==> src/rtl/crls_pkg.sv <==
// Shared types, constants and CRC helpers for the record log scanner.
`timescale 1ns / 1ps

package crls_pkg;

  localparam int MAX_RECORDS_DEF = 1024;

  localparam int IDX_W     = 10;  // width of the reported free slot index
  localparam int CFG_IDX_W = 1;

  localparam logic [31:0] COMMIT_MAGIC   = 32'h4643_4944;
  localparam logic [31:0] ERASED_WORD    = 32'hFFFF_FFFF;
  localparam logic [31:0] CRC_POLY       = 32'hEDB8_8320;
  localparam logic [31:0] CRC_INIT       = 32'hFFFF_FFFF;
  localparam logic [23:0] RECORD_VERSION = 24'd1;

  localparam logic [7:0] MAX_DEVICE_RST     = 8'd63;
  localparam logic [7:0] DEFAULT_DEVICE_RST = 8'd0;

  typedef enum logic [CFG_IDX_W-1:0] {
    REG_MAX_DEVICE     = 1'b0,
    REG_DEFAULT_DEVICE = 1'b1
  } cfg_reg_t;

  typedef struct packed {
    logic [31:0] commit_word;
    logic [31:0] sequence_word;
    logic [31:0] data_word;
    logic [31:0] crc_word;
    logic        last_record;
  } rec_t;

  typedef struct packed {
    logic             valid_seen;
    logic [7:0]       newest_device;
    logic [31:0]      latest_sequence;
    logic             free_slot_found;
    logic [IDX_W-1:0] free_slot_index;
    logic [31:0]      next_sequence;
    logic             overflow;
  } res_t;

  typedef logic [63:0][31:0] crc_cols_t;

  // Bit-serial reflected CRC-32 over {data, seq}, LSB first. Only used at
  // elaboration to build the XOR matrix below.
  function automatic logic [31:0] crc_of(input logic [63:0] msg);
    logic [31:0] crc;
    logic        fb;
    crc = CRC_INIT;
    for (int i = 0; i < 64; i++) begin
      fb  = crc[0] ^ msg[i];
      crc = (crc >> 1) ^ (fb ? CRC_POLY : 32'h0);
    end
    return ~crc;
  endfunction

  // CRC is affine in the message: crc(x) = crc(0) ^ XOR of columns of set bits.
  function automatic crc_cols_t crc_columns();
    crc_cols_t   cols;
    logic [31:0] base;
    base = crc_of(64'h0);
    for (int i = 0; i < 64; i++) begin
      cols[i] = crc_of(64'h1 << i) ^ base;
    end
    return cols;
  endfunction

endpackage

==> src/rtl/config_record_log_scanner_core.sv <==
// Top level of the record log scanner: record register, checks, scan state and result register.
`timescale 1ns / 1ps

// Takes one 16-byte log record per cycle in slot order while rec_stall is
// low; each request is registered, checked (commit marker, version, device
// limit, CRC-32) and folded into the scan state as it leaves the record
// register, from which the result of a last record is registered. The record
// that has last_record set loads the result register, which is held until
// taken; the input stalls only when a last record finds that register still
// full. Records past MAX_RECORDS in one scan are skipped and flagged as
// overflow. Configuration writes are always ready.
module config_record_log_scanner_core
  import crls_pkg::*;
#(
  parameter int MAX_RECORDS = MAX_RECORDS_DEF
)
(
  input  logic                 clk,
  input  logic                 rst,
  input  logic                 rec_valid,
  output logic                 rec_stall,
  input  rec_t                 rec,
  output logic                 res_valid,
  input  logic                 res_stall,
  output res_t                 res,
  input  logic                 cfg_valid,
  output logic                 cfg_ready,
  input  logic [CFG_IDX_W-1:0] cfg_index,
  input  logic [7:0]           cfg_data
);

  localparam int CNT_W = $clog2(MAX_RECORDS + 1);

  // configuration
  logic [7:0] max_device;
  logic [7:0] default_device;

  // record register
  logic s1_valid;
  rec_t s1;
  logic s1_adv;

  // scan state
  logic             have_valid;
  logic [31:0]      best_sequence;
  logic [7:0]       best_device;
  logic             have_free;
  logic [IDX_W-1:0] free_index;
  logic [CNT_W-1:0] slot_count;
  logic             overflowed;

  logic             have_valid_next;
  logic [31:0]      best_sequence_next;
  logic [7:0]       best_device_next;
  logic             have_free_next;
  logic [IDX_W-1:0] free_index_next;
  logic             overflowed_next;

  logic [31:0]            calc_crc;
  logic                   in_range;
  logic                   erased;
  logic                   rec_ok;
  logic [31:0]            diff;
  logic                   newer;
  logic [CNT_W+IDX_W-1:0] count_wide;
  logic [31:0]            seq_inc;
  res_t                   res_next;

  assign cfg_ready = 1'b1;

  always_ff @(posedge clk) begin
    if (rst) begin
      max_device     <= MAX_DEVICE_RST;
      default_device <= DEFAULT_DEVICE_RST;
    end else if (cfg_valid) begin
      case (cfg_reg_t'(cfg_index))
        REG_MAX_DEVICE:     max_device     <= cfg_data;
        REG_DEFAULT_DEVICE: default_device <= cfg_data;
        default: ;
      endcase
    end
  end

  // A last record may only move on when the result register frees up.
  assign s1_adv    = s1_valid && (!s1.last_record || !res_valid || !res_stall);
  assign rec_stall = s1_valid && !s1_adv;

  always_ff @(posedge clk) begin
    if (rst) begin
      s1_valid <= 1'b0;
    end else if (!rec_stall) begin
      s1_valid <= rec_valid;
    end
  end

  always_ff @(posedge clk) begin
    if (rec_valid && !rec_stall) begin
      s1 <= rec;
    end
  end

  crls_crc32 u_crc (
    .seq  (s1.sequence_word),
    .data (s1.data_word),
    .crc  (calc_crc)
  );

  assign in_range = slot_count < CNT_W'(MAX_RECORDS);
  assign erased   = (s1.commit_word == ERASED_WORD) && (s1.sequence_word == ERASED_WORD) &&
                    (s1.data_word == ERASED_WORD) && (s1.crc_word == ERASED_WORD);
  assign rec_ok   = (s1.commit_word == COMMIT_MAGIC) &&
                    (s1.data_word[31:8] == RECORD_VERSION) &&
                    (s1.data_word[7:0] <= max_device) &&
                    (s1.crc_word == calc_crc);
  // serial-number compare: newer when the signed difference is positive
  assign diff       = s1.sequence_word - best_sequence;
  assign newer      = (diff != 32'h0) && !diff[31];
  assign count_wide = {{IDX_W{1'b0}}, slot_count};

  always_comb begin
    have_valid_next    = have_valid;
    best_sequence_next = best_sequence;
    best_device_next   = best_device;
    have_free_next     = have_free;
    free_index_next    = free_index;
    overflowed_next    = overflowed;
    if (in_range) begin
      if (!have_free && erased) begin
        have_free_next  = 1'b1;
        free_index_next = count_wide[IDX_W-1:0];
      end
      if (rec_ok && (!have_valid || newer)) begin
        have_valid_next    = 1'b1;
        best_sequence_next = s1.sequence_word;
        best_device_next   = s1.data_word[7:0];
      end
    end else begin
      overflowed_next = 1'b1;
    end
  end

  always_ff @(posedge clk) begin
    if (rst) begin
      have_valid    <= 1'b0;
      best_sequence <= '0;
      best_device   <= '0;
      have_free     <= 1'b0;
      free_index    <= '0;
      slot_count    <= '0;
      overflowed    <= 1'b0;
    end else if (s1_adv) begin
      if (s1.last_record) begin
        have_valid    <= 1'b0;
        best_sequence <= '0;
        best_device   <= '0;
        have_free     <= 1'b0;
        free_index    <= '0;
        slot_count    <= '0;
        overflowed    <= 1'b0;
      end else begin
        have_valid    <= have_valid_next;
        best_sequence <= best_sequence_next;
        best_device   <= best_device_next;
        have_free     <= have_free_next;
        free_index    <= free_index_next;
        overflowed    <= overflowed_next;
        if (in_range) begin
          slot_count <= slot_count + CNT_W'(1);
        end
      end
    end
  end

  assign seq_inc = best_sequence_next + 32'd1;

  always_comb begin
    res_next.valid_seen      = have_valid_next;
    res_next.newest_device   = have_valid_next ? best_device_next : default_device;
    res_next.latest_sequence = have_valid_next ? best_sequence_next : 32'h0;
    res_next.free_slot_found = have_free_next;
    res_next.free_slot_index = have_free_next ? free_index_next : '0;
    // zero is never handed out as a sequence
    res_next.next_sequence   = (!have_valid_next || seq_inc == 32'h0) ? 32'd1 : seq_inc;
    res_next.overflow        = overflowed_next;
  end

  always_ff @(posedge clk) begin
    if (rst) begin
      res_valid <= 1'b0;
    end else if (s1_adv && s1.last_record) begin
      res_valid <= 1'b1;
    end else if (!res_stall) begin
      res_valid <= 1'b0;
    end
  end

  always_ff @(posedge clk) begin
    if (s1_adv && s1.last_record) begin
      res <= res_next;
    end
  end

endmodule

==> src/rtl/crls_crc32.sv <==
// Combinational CRC-32 over the sequence and data words of one record.
`timescale 1ns / 1ps

module crls_crc32
  import crls_pkg::*;
(
  input  logic [31:0] seq,
  input  logic [31:0] data,
  output logic [31:0] crc
);

  localparam logic [31:0] CRC_BASE = crc_of(64'h0);
  localparam crc_cols_t   CRC_COLS = crc_columns();

  logic [63:0] msg;

  assign msg = {data, seq};

  always_comb begin
    crc = CRC_BASE;
    for (int i = 0; i < 64; i++) begin
      crc = crc ^ (msg[i] ? CRC_COLS[i] : 32'h0);
    end
  end

endmodule
==> config.mk <==
export PLATFORM = sky130hd
export DESIGN_NAME = config_record_log_scanner_core
export DESIGN_NICKNAME = d
export VERILOG_FILES = /design/src/rtl/crls_pkg.sv /design/src/rtl/config_record_log_scanner_core.sv /design/src/rtl/crls_crc32.sv
export SDC_FILE = /design/constraint.sdc
export NUM_CORES = 1
export LEC_CHECK = 0
export ABC_AREA = 0
export BUFFER_PORTS_ARGS = -buffer_cell sky130_fd_sc_hd__buf_2
export CORE_MARGIN = 2
export CORE_UTILIZATION = 40
export CTS_CLUSTER_DIAMETER = 30
export DETAILED_ROUTE_END_ITERATION = 16
export PLACE_DENSITY_LB_ADDON = 0.05
export SETUP_SLACK_MARGIN = 0.05
export SYNTH_ARGS = -nofsm -noshare
export SYNTH_HDL_FRONTEND = slang
export SYNTH_SLANG_ARGS = --single-unit
export TNS_END_PERCENT = 10
==> constraint.sdc <==
create_clock -name clk -period 6.8 [get_ports clk]
set_input_delay 0.68 -clock clk [delete_from_list [all_inputs] [get_ports clk]]
set_output_delay 0.68 -clock clk [all_outputs]
set_load 0.02 [all_outputs]
==> results.md <==
- Initial core utilization: 0.4053
- Warnings, synthesis: 0
- CP endpoint kind: flip-flop
- Final setup vio count: 0
- Power Internal: 5.454 mW
- Clock Path Buffers: 3
- Die width: 229.2 µm
- I/O Pins: 231
- Routed Antenna Nets: 0
- Final Util: 0.5343
- Cell Area, Synth: 0.02029 mm²
- Sw Share: 0.2927
- Fin. max-slew vios: 0
- Full die area: 0.05254 mm²
- Worst-path fanout max: 6
- Synthesized net count: 2128
- Final Critical Period: 6.494 ns
- Reg power frac: 0.267
- RSZ-0062 raised after global routing: yes
- Power Total: 7.710 mW
- Max Cap Viol: 0
- Worst hold start: rec[73]
- Max_slew headroom: 0.3300
- Maximum VDD drop: 0.2111 mV
- Ranking of synthesized cells by area: edfxtp_1, xnor2_1, dfxtp_1
- Crit path buffers/inverters: 4
- Area grow syn2layout: 31.84%
- Top-area cell type share of the netlist area: 0.3167
- TritonCTS clock tree: yes
- Clk_lat worst skew: 0.60 ns
- Clock sinks: 296
- Post-Synthesis Cells: 1938
- WHS: 0.2542 ns
- Core box area: 0.05007 mm²
- Via density: 5.375
- Net switching power: 2.256 mW
- Clock Power Share: 0.436
- Seq cells post-synth: 296
- FF-to-FF End: res[2]
- Startpoint Class: flip-flop
- CTS buffer count: 71
- Ant. Diodes: 0
- Ys flop type: edfxtp_1
- Crit-path slowest cell: or3_4
- Worst reg2reg startpoint: s1[78]
- Worst setup path category: flip-flop to flip-flop
- Hold path cells: 1
- # DRC: 0
- FP Rows: 82
- WL/cell: 25.10 µm
- Req. time, crit path: 7.13 ns
- Grt total ovfl: 0
- Hold crit path type: primary input to flip-flop
- Yosys cell types: 84
- DRT iter0 DRCs: 1255
- Root buf cell: clkbuf_16
- Worst Reg-to-Reg Cells: 28
- TritonRoute pass-1 iters: 6
- Arr. time, crit path: 6.82 ns
- Setup slack, reg-to-reg: 0.31 ns
- Mean post-synth cell area: 10.47 µm²
- Worst-Margin Slew: 1.003 ns
- Most common cell in the netlist: xnor2_1
- HPWL Detailed: 62.45 mm
- Fin. Hold Viols: 0
- PortBufs: 229
- Async S/R FF share, synth: 0
- Pwr per Cell Area: 288.2 mW/mm²
- Post-Place Cell Area: 0.02412 mm²
- Initial antenna violation count: 0
- Nets: 2609
- CP max stage delay: 0.45 ns
- Most instantiated cells after synthesis: xnor2_1, edfxtp_1, nor2_1
- Leakage power: 10.80 nW
- Routed WL: 79.01 mm
- Status: complete, no violations
- Htree depth: 3
- FILL cells: 4595
- Tcrit/Tclk final: 0.9550
- Fmax: 154.0 MHz
- Reg clk slew, reported paths: 0.04 ns
- Gpl congestion: 0.9944
- Crit path from: s1[78]
- Seq/Total Area, Yosys: 0.3976
- Worst path top cell family by delay: simple AND/OR/NAND/NOR gates
- Share of cells above drive strength 1: 0.2920
- Vias in the first global route: 16.55k
- Fin area: 0.02675 mm²
- Chip height: 229.2 µm
- Number of synthesized flops with an enable pin: 214
- First-pass GRT wire length: 113.7 mm
- Combinational power share: 0.297
- Cell taking the most area after synthesis: edfxtp_1
- Routed vias: 16.92k
- Largest net degree at the start of global routing: 72
- Total GRT Usage: 0.2995
- WHS Endpoint: s1[73]
- Max Clock Skew: 0.02215 ns
==> power by group through the flow <==
stage               clock network [mW]  logic [mW]  registers (mW)
floorplan                            0        1.49            2.06
global placement                     0        2.25            2.09
detailed placement                   0        2.24            2.09
CTS                               3.42        2.26            2.06
global route                      3.53        2.39            2.06
finish                            3.36        2.29            2.06
==> layer usage <==
layer,vias up,global-route usage,share of wire
met5,-,0,0
met4,0,0.1321,0.045
met3,150,0.03573,0.052
met2,680,0.4975,0.48
met1,8247,0.3933,0.43
li1,7843,-,-
==> cells by family (layout without fill, tap and decap cells) <==
group | Yosys count | count (layout) | synth area share
xor+xnor | 519 | 519 | 0.2849
flops | 296 | 296 | 0.3976
fa+ha+maj | 47 | 47 | 0.02935
compound gates | 298 | 298 | 0.09811
other cells | 1 | 1 | 0.0001848
buf+inv | 191 | 729 | 0.04236
simple gates | 560 | 560 | 0.1335
mux | 26 | 26 | 0.01400
==> metrics by stage <==
stage | setup slack (ns) | setup TNS (ns) | std cells
2_1_floorplan | 0.1955 | 0 | 1938
3_3_place_gp | 0.02132 | 0 | 3010
3_5_place_dp | -0.09235 | -0.09947 | 3010
4_1_cts | 0.06196 | 0 | 3142
5_1_grt | -0.02527 | -0.02527 | 3148
6_report | 0.3058 | 0 | 3148
==> how the worst max path moves through the flow <==
| stage | end | cells past startpoint | slack [ns] |
|---|---|---|---|
| final | res[2] | 28 | 0.31 |
| after global placement | res[2] | 26 | 0.02 |
| after detailed placement | res[2] | 26 | -0.09 |
| after CTS | res[2] | 28 | 0.06 |
| after floorplan | res[2] | 29 | 0.20 |
| after global routing | res[2] | 25 | -0.03 |
==> timing repair <==
action / 4_1_cts / 5_1_grt
endpoints found under the setup margin: 2 / 2
gates resized for setup: 7 / 20
pin swaps: 2 / 9
buffers inserted: 2 / 6
hold buffers: 0 / 0
==> flip-flops by register name (all words and copies together), names as in the netlist <==
signal          flops
s1                129
best_sequence      32
have_valid          1
max_device          8
free_index         10
overflowed          1
s1_valid            1
best_device         8
have_free           1
res_valid           1
default_device      8
slot_count         11
res                85
==> final cells by class <==
type                    instances  area, µm²  area share
clock buffers                  89       1914     0.07156
clock inverters                41      484.2     0.01810
inverters                      58      217.7    0.008138
multi-input cells            1451      11590      0.4332
flip-flops and latches        296       8068      0.3016
well taps                     672      840.8     0.03143
repair buffers                541       3638      0.1360
==> cells in the final DEF (no fill, tap or decap), drive strengths merged, types with 46 or more instances in the layout <==
cell / instances
nand3: 60
xor2: 90
xnor3: 73
nand4: 50
o21ai: 50
ha: 46
clkbuf: 89
a21oi: 84
dfxtp: 82
nor2: 189
a22oi: 49
inv: 65
buf: 541
edfxtp: 214
nand2: 110
xnor2: 351
Note: power is estimated with default switching activity, not from simulation.
